## src/rtl/core/prt_pkg.sv

```systemverilog
package prt_pkg;

  localparam int unsigned QueueDepth = 64;

  localparam int unsigned PtrW    = (QueueDepth > 1) ? $clog2(QueueDepth) : 1;
  localparam int unsigned CntW    = $clog2(QueueDepth + 1);
  localparam int unsigned SumW    = CntW + 1;
  localparam int unsigned OpW     = 2;
  localparam int unsigned TimeW   = 40;
  localparam int unsigned IdW     = 32;
  localparam int unsigned StatusW = 3;
  localparam int unsigned RemW    = 7;

  typedef enum logic [OpW-1:0] {
    OpIssue    = 2'd0,
    OpComplete = 2'd1,
    OpClear    = 2'd2
  } opcode_e;

  typedef enum logic [StatusW-1:0] {
    StatIssued     = 3'd0,
    StatIssuedDrop = 3'd1,
    StatCompleted  = 3'd2,
    StatUnknown    = 3'd3,
    StatCleared    = 3'd4
  } status_e;

  // memory commands from the pointer logic to the timestamp store
  typedef struct packed {
    logic             we;
    logic [PtrW-1:0]  waddr;
    logic [TimeW-1:0] wdata;
    logic             re;
    logic [PtrW-1:0]  raddr;
  } mem_cmd_t;

  // outcome of one accepted item
  typedef struct packed {
    logic            valid;       // result ready without a memory read
    logic            needs_read;  // completion hit, timestamp comes from the store
    status_e         status;
    logic [IdW-1:0]  assigned_id;
    logic [RemW-1:0] removed_count;
  } res_t;

  // sum of a position and an offset below twice the depth, folded back
  function automatic logic [PtrW-1:0] wrap_ptr(input logic [SumW-1:0] s);
    logic [SumW-1:0] t;
    t = s - SumW'(QueueDepth);
    if (s >= SumW'(QueueDepth)) begin
      return t[PtrW-1:0];
    end
    return s[PtrW-1:0];
  endfunction

  function automatic logic [RemW-1:0] to_rem(input logic [CntW-1:0] c);
    return RemW'({{RemW{1'b0}}, c});
  endfunction

endpackage

```

## src/rtl/core/prt_if.sv

```systemverilog
interface prt_req_if;
  logic                       valid;
  logic                       ready;
  logic [prt_pkg::OpW-1:0]    opcode;
  logic [prt_pkg::TimeW-1:0]  request_time;
  logic [prt_pkg::IdW-1:0]    lookup_id;

  modport source (output valid, output opcode, output request_time, output lookup_id,
                  input ready);
  modport sink   (input valid, input opcode, input request_time, input lookup_id,
                  output ready);
endinterface

interface prt_rsp_if;
  logic                         valid;
  logic                         ready;
  logic [prt_pkg::StatusW-1:0]  status;
  logic [prt_pkg::IdW-1:0]      assigned_id;
  logic [prt_pkg::TimeW-1:0]    original_time;
  logic [prt_pkg::RemW-1:0]     removed_count;

  modport source (output valid, output status, output assigned_id, output original_time,
                  output removed_count, input ready);
  modport sink   (input valid, input status, input assigned_id, input original_time,
                  input removed_count, output ready);
endinterface

```

## src/rtl/core/prt_store.sv

```systemverilog
module prt_store (
  input  logic                      clk_i,
  input  prt_pkg::mem_cmd_t         cmd_i,
  output logic [prt_pkg::TimeW-1:0] rd_data_o
);

  logic [prt_pkg::TimeW-1:0] mem [prt_pkg::QueueDepth];
  logic [prt_pkg::TimeW-1:0] rd_data_q;

  always_ff @(posedge clk_i) begin
    if (cmd_i.we) begin
      mem[cmd_i.waddr] <= cmd_i.wdata;
    end
    if (cmd_i.re) begin
      rd_data_q <= mem[cmd_i.raddr];
    end
  end

  assign rd_data_o = rd_data_q;

endmodule

```

## src/rtl/core/prt_ctrl.sv

```systemverilog
module prt_ctrl (
  input  logic                      clk_i,
  input  logic                      rst_ni,
  input  logic                      accept_i,
  input  logic [prt_pkg::OpW-1:0]   opcode_i,
  input  logic [prt_pkg::TimeW-1:0] request_time_i,
  input  logic [prt_pkg::IdW-1:0]   lookup_id_i,
  output prt_pkg::mem_cmd_t         mem_cmd_o,
  output prt_pkg::res_t             res_o
);

  logic [prt_pkg::PtrW-1:0] head_q, head_d;
  logic [prt_pkg::CntW-1:0] count_q, count_d;
  logic [prt_pkg::IdW-1:0]  oldest_q, oldest_d;
  logic [prt_pkg::IdW-1:0]  next_q, next_d;

  logic                     full;
  logic                     hit;
  logic [prt_pkg::IdW-1:0]  delta;
  logic [prt_pkg::CntW-1:0] delta_c;
  logic [prt_pkg::CntW-1:0] taken;
  logic [prt_pkg::PtrW-1:0] head_inc;
  logic [prt_pkg::PtrW-1:0] tail;
  logic [prt_pkg::PtrW-1:0] pos;
  logic [prt_pkg::PtrW-1:0] pos_inc;

  assign full     = (count_q == prt_pkg::CntW'(prt_pkg::QueueDepth));
  assign head_inc = prt_pkg::wrap_ptr(prt_pkg::SumW'(head_q) + prt_pkg::SumW'(1));
  assign tail     = prt_pkg::wrap_ptr(prt_pkg::SumW'(head_q) + prt_pkg::SumW'(count_q));

  // held ids are consecutive, so the offset from the oldest id is the slot offset
  assign delta    = lookup_id_i - oldest_q;
  assign hit      = (delta < prt_pkg::IdW'(count_q));
  assign delta_c  = delta[prt_pkg::CntW-1:0];
  assign taken    = delta_c + prt_pkg::CntW'(1);
  assign pos      = prt_pkg::wrap_ptr(prt_pkg::SumW'(head_q) + prt_pkg::SumW'(delta_c));
  assign pos_inc  = prt_pkg::wrap_ptr(prt_pkg::SumW'(pos) + prt_pkg::SumW'(1));

  always_comb begin
    head_d              = head_q;
    count_d             = count_q;
    oldest_d            = oldest_q;
    next_d              = next_q;
    mem_cmd_o.we        = 1'b0;
    mem_cmd_o.waddr     = tail;
    mem_cmd_o.wdata     = request_time_i;
    mem_cmd_o.re        = 1'b0;
    mem_cmd_o.raddr     = pos;
    res_o.valid         = 1'b0;
    res_o.needs_read    = 1'b0;
    res_o.status        = prt_pkg::StatUnknown;
    res_o.assigned_id   = '0;
    res_o.removed_count = '0;
    unique case (prt_pkg::opcode_e'(opcode_i))
      prt_pkg::OpIssue: begin
        res_o.valid       = 1'b1;
        res_o.assigned_id = next_q;
        mem_cmd_o.we      = accept_i;
        next_d            = next_q + prt_pkg::IdW'(1);
        if (full) begin
          // drop the oldest, the new entry lands in its slot
          mem_cmd_o.waddr     = head_q;
          head_d              = head_inc;
          oldest_d            = oldest_q + prt_pkg::IdW'(1);
          res_o.status        = prt_pkg::StatIssuedDrop;
          res_o.removed_count = prt_pkg::RemW'(1);
        end else begin
          count_d      = count_q + prt_pkg::CntW'(1);
          res_o.status = prt_pkg::StatIssued;
          if (count_q == '0) begin
            oldest_d = next_q;
          end
        end
      end
      prt_pkg::OpComplete: begin
        if (hit) begin
          res_o.needs_read    = 1'b1;
          res_o.status        = prt_pkg::StatCompleted;
          res_o.removed_count = prt_pkg::to_rem(taken);
          mem_cmd_o.re        = accept_i;
          head_d              = pos_inc;
          count_d             = count_q - taken;
          oldest_d            = oldest_q + prt_pkg::IdW'(taken);
        end else begin
          res_o.valid = 1'b1;
        end
      end
      prt_pkg::OpClear: begin
        res_o.valid         = 1'b1;
        res_o.status        = prt_pkg::StatCleared;
        res_o.removed_count = prt_pkg::to_rem(count_q);
        count_d             = '0;
        oldest_d            = next_q;
      end
      default: begin
        // unused opcode: no result, no change
      end
    endcase
  end

  always_ff @(posedge clk_i or negedge rst_ni) begin
    if (!rst_ni) begin
      head_q   <= '0;
      count_q  <= '0;
      oldest_q <= '0;
      next_q   <= '0;
    end else if (accept_i) begin
      head_q   <= head_d;
      count_q  <= count_d;
      oldest_q <= oldest_d;
      next_q   <= next_d;
    end
  end

endmodule

```

## src/rtl/core/pending_request_tracker_core.sv

```systemverilog
// pending request tracker
//
// req_i carries one item per transfer: opcode (issue, complete, clear),
// request_time for issues and lookup_id for completions. rsp_o returns one
// result per item (status, assigned_id, original_time, removed_count); the
// unused opcode is taken and gives no result.
// issue, clear and completion of an unknown id: the result sits in the output
// register in the cycle after the transfer, and the next item can be taken in
// that cycle while the receiver is ready, so these run at one item per cycle.
// completion of a held id: the stored timestamp passes through the memory read
// register and then the output register; no item is taken during the read cycle.
// timestamps live in a QueueDepth-entry memory with one write and one read
// port; pointers, fill count and id counters sit in flip-flops.
// reset clears pointers, count and both id counters at once; the memory is
// not cleared since only written entries are ever read. no sweep is needed.
// a stalled receiver holds the result in the output register; a new item is
// taken only in the cycle the waiting result transfers or once it has gone.
module pending_request_tracker_core (
  input  logic   clk_i,
  input  logic   rst_ni,
  prt_req_if.sink   req_i,
  prt_rsp_if.source rsp_o
);

  typedef enum logic {
    StateIdle,
    StateRead
  } state_e;

  state_e                    state_q;
  logic                      accept;
  logic                      in_ready;
  prt_pkg::mem_cmd_t         mem_cmd;
  prt_pkg::res_t             res;
  logic [prt_pkg::TimeW-1:0] rd_data;

  // output register and the removed count held across the memory read
  logic                        rsp_valid_q;
  prt_pkg::status_e            rsp_status_q;
  logic [prt_pkg::IdW-1:0]     rsp_id_q;
  logic [prt_pkg::TimeW-1:0]   rsp_time_q;
  logic [prt_pkg::RemW-1:0]    rsp_removed_q;
  logic [prt_pkg::RemW-1:0]    pend_removed_q;

  // free output slot or one that transfers at this edge
  assign in_ready = (state_q == StateIdle) && (!rsp_valid_q || rsp_o.ready);
  assign accept   = req_i.valid && in_ready;

  prt_ctrl u_ctrl (
    .clk_i          (clk_i),
    .rst_ni         (rst_ni),
    .accept_i       (accept),
    .opcode_i       (req_i.opcode),
    .request_time_i (req_i.request_time),
    .lookup_id_i    (req_i.lookup_id),
    .mem_cmd_o      (mem_cmd),
    .res_o          (res)
  );

  prt_store u_store (
    .clk_i     (clk_i),
    .cmd_i     (mem_cmd),
    .rd_data_o (rd_data)
  );

  always_ff @(posedge clk_i or negedge rst_ni) begin
    if (!rst_ni) begin
      state_q        <= StateIdle;
      rsp_valid_q    <= 1'b0;
      rsp_status_q   <= prt_pkg::StatIssued;
      rsp_id_q       <= '0;
      rsp_time_q     <= '0;
      rsp_removed_q  <= '0;
      pend_removed_q <= '0;
    end else begin
      unique case (state_q)
        StateIdle: begin
          if (accept && res.needs_read) begin
            // output slot is free by the end of this cycle
            state_q        <= StateRead;
            pend_removed_q <= res.removed_count;
            if (rsp_o.ready) begin
              rsp_valid_q <= 1'b0;
            end
          end else if (accept && res.valid) begin
            rsp_valid_q   <= 1'b1;
            rsp_status_q  <= res.status;
            rsp_id_q      <= res.assigned_id;
            rsp_time_q    <= '0;
            rsp_removed_q <= res.removed_count;
          end else if (rsp_o.ready) begin
            rsp_valid_q <= 1'b0;
          end
        end
        StateRead: begin
          // stored timestamp arrives from the memory read register
          state_q       <= StateIdle;
          rsp_valid_q   <= 1'b1;
          rsp_status_q  <= prt_pkg::StatCompleted;
          rsp_id_q      <= '0;
          rsp_time_q    <= rd_data;
          rsp_removed_q <= pend_removed_q;
        end
        default: begin
          state_q <= StateIdle;
        end
      endcase
    end
  end

  assign req_i.ready         = in_ready;
  assign rsp_o.valid         = rsp_valid_q;
  assign rsp_o.status        = rsp_status_q;
  assign rsp_o.assigned_id   = rsp_id_q;
  assign rsp_o.original_time = rsp_time_q;
  assign rsp_o.removed_count = rsp_removed_q;

  // the read cycle only starts with an empty output register
  a_read_slot_free: assert property (@(posedge clk_i) disable iff (!rst_ni)
    (state_q == StateRead) |-> !rsp_valid_q)
    else $error("output register busy during memory read");

  // a held-id completion enters the read cycle
  a_hit_reads: assert property (@(posedge clk_i) disable iff (!rst_ni)
    (accept && res.needs_read) |=> (state_q == StateRead) && $past(mem_cmd.re))
    else $error("completion hit did not read the store");

  // completion always removes at least the matched entry
  a_completed_removes: assert property (@(posedge clk_i) disable iff (!rst_ni)
    (rsp_valid_q && (rsp_status_q == prt_pkg::StatCompleted)) |-> (rsp_removed_q != '0))
    else $error("completion with nothing removed");

  // ids are given only to issues
  a_id_only_issue: assert property (@(posedge clk_i) disable iff (!rst_ni)
    (rsp_valid_q && (rsp_status_q != prt_pkg::StatIssued)
     && (rsp_status_q != prt_pkg::StatIssuedDrop)) |-> (rsp_id_q == '0))
    else $error("id given on a non-issue result");

endmodule
```

## src/flat_wrapper.sv

```systemverilog
// flat-port wrapper written by rule: the top's interface ports become plain ports
module pending_request_tracker_core_flat 
  (clk_i, rst_ni, req_i_valid, req_i_opcode, req_i_request_time, req_i_lookup_id, req_i_ready, rsp_o_valid, rsp_o_status, rsp_o_assigned_id, rsp_o_original_time, rsp_o_removed_count, rsp_o_ready);
  prt_req_if req_i_i ();
  prt_rsp_if rsp_o_i ();
  input  logic clk_i;
  input  logic rst_ni;
  input wire logic [$bits(req_i_i.valid)-1:0] req_i_valid;
  input wire logic [$bits(req_i_i.opcode)-1:0] req_i_opcode;
  input wire logic [$bits(req_i_i.request_time)-1:0] req_i_request_time;
  input wire logic [$bits(req_i_i.lookup_id)-1:0] req_i_lookup_id;
  output wire logic [$bits(req_i_i.ready)-1:0] req_i_ready;
  output wire logic [$bits(rsp_o_i.valid)-1:0] rsp_o_valid;
  output wire logic [$bits(rsp_o_i.status)-1:0] rsp_o_status;
  output wire logic [$bits(rsp_o_i.assigned_id)-1:0] rsp_o_assigned_id;
  output wire logic [$bits(rsp_o_i.original_time)-1:0] rsp_o_original_time;
  output wire logic [$bits(rsp_o_i.removed_count)-1:0] rsp_o_removed_count;
  input wire logic [$bits(rsp_o_i.ready)-1:0] rsp_o_ready;
  assign req_i_i.valid = req_i_valid;
  assign req_i_i.opcode = req_i_opcode;
  assign req_i_i.request_time = req_i_request_time;
  assign req_i_i.lookup_id = req_i_lookup_id;
  assign req_i_ready = req_i_i.ready;
  assign rsp_o_valid = rsp_o_i.valid;
  assign rsp_o_status = rsp_o_i.status;
  assign rsp_o_assigned_id = rsp_o_i.assigned_id;
  assign rsp_o_original_time = rsp_o_i.original_time;
  assign rsp_o_removed_count = rsp_o_i.removed_count;
  assign rsp_o_i.ready = rsp_o_ready;
  pending_request_tracker_core u_core (.clk_i(clk_i), .rst_ni(rst_ni), .req_i(req_i_i), .rsp_o(rsp_o_i));
endmodule
```

## config.mk

```make
export PLATFORM = sky130hd
export DESIGN_NAME = pending_request_tracker_core_flat
export DESIGN_NICKNAME = d
export VERILOG_FILES = /design/src/rtl/core/prt_pkg.sv /design/src/rtl/core/prt_if.sv /design/src/rtl/core/prt_store.sv /design/src/rtl/core/prt_ctrl.sv /design/src/rtl/core/pending_request_tracker_core.sv /design/src/flat_wrapper.sv
export SDC_FILE = /design/constraint.sdc
export NUM_CORES = 2
export LEC_CHECK = 0
export ABC_AREA = 1
export BUFFER_PORTS_ARGS = -buffer_cell sky130_fd_sc_hd__buf_2
export CORE_MARGIN = 8
export CORE_UTILIZATION = 55
export DETAILED_ROUTE_END_ITERATION = 10
export GPL_ROUTABILITY_DRIVEN = 1
export GPL_TIMING_DRIVEN = 0
export PLACE_DENSITY_LB_ADDON = 0.08
export SLEW_MARGIN = 5
export SYNTH_ARGS = -nofsm -noshare
export SYNTH_HDL_FRONTEND = slang
export SYNTH_SLANG_ARGS = --single-unit
```

## constraint.sdc

```tcl
create_clock -name clk_i -period 5.9 [get_ports clk_i]
set_input_delay 0.295 -clock clk_i [delete_from_list [all_inputs] [get_ports clk_i]]
set_output_delay 0.295 -clock clk_i [all_outputs]
set_load 0.01 [all_outputs]
```

==> out/metrics.yaml <==
drive_above_1_share_pct: 11.2
min_period_over_period_pct: 99.6
syn-num-nets: 9470
num-nets-final: 10100
wl_mm: 361
crit_fanout: 10
final_cell_mix: "2600 x edfxtp_1, 2107 x nor2_1, 1022 x nand2_1"
synth_top_area_share_pct: 67.4
post_cts_buffers: 0
cts.root.buffer_cell: "clkbuf_16"
die-height_microns: 475
synth_edf_count: 2600
clk_latency_ns: 0.95
yosys.area.top_type: "edfxtp_1"
r2r-start: "u_core.u_ctrl.oldest_q[0]"
postRouteAntennaNets: 0
hp-start: "req_i_request_time[2]"
busiest_layer: "met2"
async_reset_ff_share_pct: 6.07
yosysUniqueCellTypes: 49
cap_violations: 0
drc: 0
grt_pass1_wl_mm: 513
initial_core_util_pct: 55.3
maxSlewViolCount: 0
wire_per_inst_microns: 27.9
area_growth_syn_to_layout_pct: 14.3
synthFlopType: "edfxtp_1"
final.min_clock_period_ns: 5.87
port-buffer-count: 161
clk_path_buf_depth: 4
cts_tree: "built"
max_freq_ghz: 0.170
hold_class: "input pin to register"
layout_commonest_cell: "edfxtp_1"
antenna_found_initial: 21
numCtsBuffers: 298
synth_seq_cells: 2768
r2r-end: "u_core.u_store.rd_data_o[29]"
grt_usage_pct: 31.0
first_pass_iters: 6
synth_warnings: 0
grt-ovfl-total: 0
avgSynthCellArea_sq_um: 12.4
critical_path_required_ns: 6.57
r2r_slack_ns: 0.03
reg2reg_depth: 16
whs_ns: 0.00392
finalSetupViolations: 0
use_met2_pct: 47.4
path_class: "register to register"
hpwlAfterDp_mm: 234
drtIter0Drc: 11000
cp.arrival_ns: 6.54
min_path_cells: 1
outcome: "completed"
finClkSkew_ns: 0.0536
yosysSeqAreaShare_pct: 71.0
dr_total_vias: 79800
slew-limit-headroom_pct: 6.21
gp_congestion: 0.977
h-tree-depth: 5
rows: 168
dieArea_sq_um: 226000
vias_per_cell: 6.17
dieWidth_microns: 475
synth_area_leaders: "edfxtp_1 67%, nor2_1 7.0%, o32ai_1 4.9%"
hold_viol_final: 0
netlist_area_sq_um: 116000
worst-slew-pin-transition_ns: 1.41
critPathLaunchType: "register"
boundaryPins: 162
cts.clk_slew.worst_paths_ns: 0.06
worstHoldEndpoint: "u_core.u_store.mem[44][2]"
grt_max_degree: 94
grt_pass1_vias: 75500
cts_sinks: 2768
use_met3_pct: 6.95
crit_path_end_kind: "register"
met1_usage_pct: 44.2
core_sq_um: 210000
synthCells: 9319
-- kinds of logic (layout without fill, tap and decap cells) --
logic type | count (synthesis) | in the layout | share of synthesized area, %
AO/OA/AOI/OAI | 1749 | 1749 | 9.99
multiplexers | 320 | 320 | 3.11
AND/OR/NAND/NOR | 3443 | 3443 | 11.5
adder cells (fa/ha/maj) | 73 | 73 | 0.820
XOR/XNOR | 82 | 82 | 0.620
flip-flops | 2768 | 2768 | 71.0
other | 0 | 11 | 0
buffers and inverters | 884 | 1682 | 2.95
-- critical path, cell delays in order, from the launching register on --
cell	delay (ns)
dfrtp_1	0.46
ha_1	0.25
inv_1	0.12
fa_1	0.44
nand2_1	0.11
inv_1	0.04
nor2_1	0.26
ha_1	0.37
xnor2_2	0.62
buf_8	0.24
clkbuf_2	0.56
clkbuf_1	0.56
mux2_2	0.29
nand2_1	0.12
a32oi_1	0.50
nand2_1	0.32
o21ai_0	0.29
-- metal layers --
| layer | vias to the layer above | wire length [microns] |
|---|---|---|
| li1 | 35200 | - |
| met1 | 39600 | 147000 |
| met2 | 4332 | 162000 |
| met3 | 663 | 38400 |
| met4 | 0 | 14300 |
| met5 | - | 0 |
-- Yosys cell counts, types with 4 or more instances --
library cell	count
a21oi_1	187
edfxtp_1	2600
mux2_2	320
nand3b_1	8
a32oi_1	40
dfrtp_1	168
fa_1	5
o32ai_1	642
nor2_1	2171
xor2_1	70
nor4_1	15
nor3_2	4
inv_1	292
clkbuf_1	522
clkinv_1	4
and2_1	6
a22oi_1	5
a32o_1	40
nand4_1	21
o22ai_1	9
nor3_1	36
buf_2	36
nand2_1	1022
ha_1	68
nand3_1	148
xnor2_1	12
buf_6	8
o21ai_0	807
buf_1	19
-- repair_timing --
item / 4_1_cts / 5_1_grt
hold endpoints to repair: 1242 / 100
hold buffers: 36 / 8
endpoints found under the setup margin: 40 / 37
resized for setup: 19 / 28
-- sequential cells by signal, summed over array words and instances (netlist names) --
| register | flops |
|---|---|
| u_core.rsp_o.assigned_id | 32 |
| u_core.rsp_o.original_time | 40 |
| u_core.u_store.mem | 2560 |
| u_core.u_ctrl.count_q | 7 |
| u_core.state_q | 1 |
| u_core.u_ctrl.oldest_q | 32 |
| u_core.rsp_o.valid | 1 |
| u_core.u_ctrl.head_q | 6 |
| u_core.rsp_o.status | 3 |
| u_core.rsp_o.removed_count | 7 |
| u_core.pend_removed_q | 7 |
| u_core.u_store.rd_data_o | 40 |
| u_core.u_ctrl.next_q | 32 |
-- area by class of cell --
type	instances	area, sq um
Clock inverter	132	1350
Antenna cell	11	27.5
Tap cell	2805	3510
Inverter	299	1120
Fill cell	15900	77100
Clock buffer	383	8140
Buffer	584	2380
Multi-Input combinational cell	5667	30700
Sequential cell	2768	82300
Timing Repair Buffer	284	2930
-- how the worst max path moves through the flow --
stage	slack, ns	start	depth (start not counted)	endpoint
final	0.03	u_core.u_ctrl.oldest_q[0]	16	u_core.u_store.rd_data_o[29]
after global routing	-0.01	u_core.u_ctrl.oldest_q[0]	14	u_core.u_store.rd_data_o[16]
after CTS	0.002	u_core.u_ctrl.oldest_q[0]	15	u_core.u_store.rd_data_o[2]
after detailed placement	-1.04	req_i_lookup_id[0]	17	u_core.u_store.rd_data_o[39]
after global placement	-2.41	req_i_lookup_id[0]	18	u_core.u_store.rd_data_o[30]
after floorplan	0.25	u_core.u_ctrl.oldest_q[0]	16	u_core.u_store.rd_data_o[0]
-- through the flow --
stage | setup TNS [ns] | cells | util [%] | cell area (sq um) | worst slack, ns
3_5_place_dp | -28.09 | 12400 | 58.4 | 122000 | -1.04
2_1_floorplan | 0 | 9319 | - | 116000 | 0.251
6_report | 0 | 12900 | 63.2 | 132000 | 0.0262
5_1_grt | -0.0118 | 12900 | 63.2 | 132000 | -0.0118
3_3_place_gp | -4015.11 | 12300 | 57.4 | 120000 | -2.41
4_1_cts | 0 | 12900 | 63.1 | 132000 | 0.00201
Power is not shown: default switching activity piles up to over one toggle a cycle in this logic, so the estimate is an artifact.
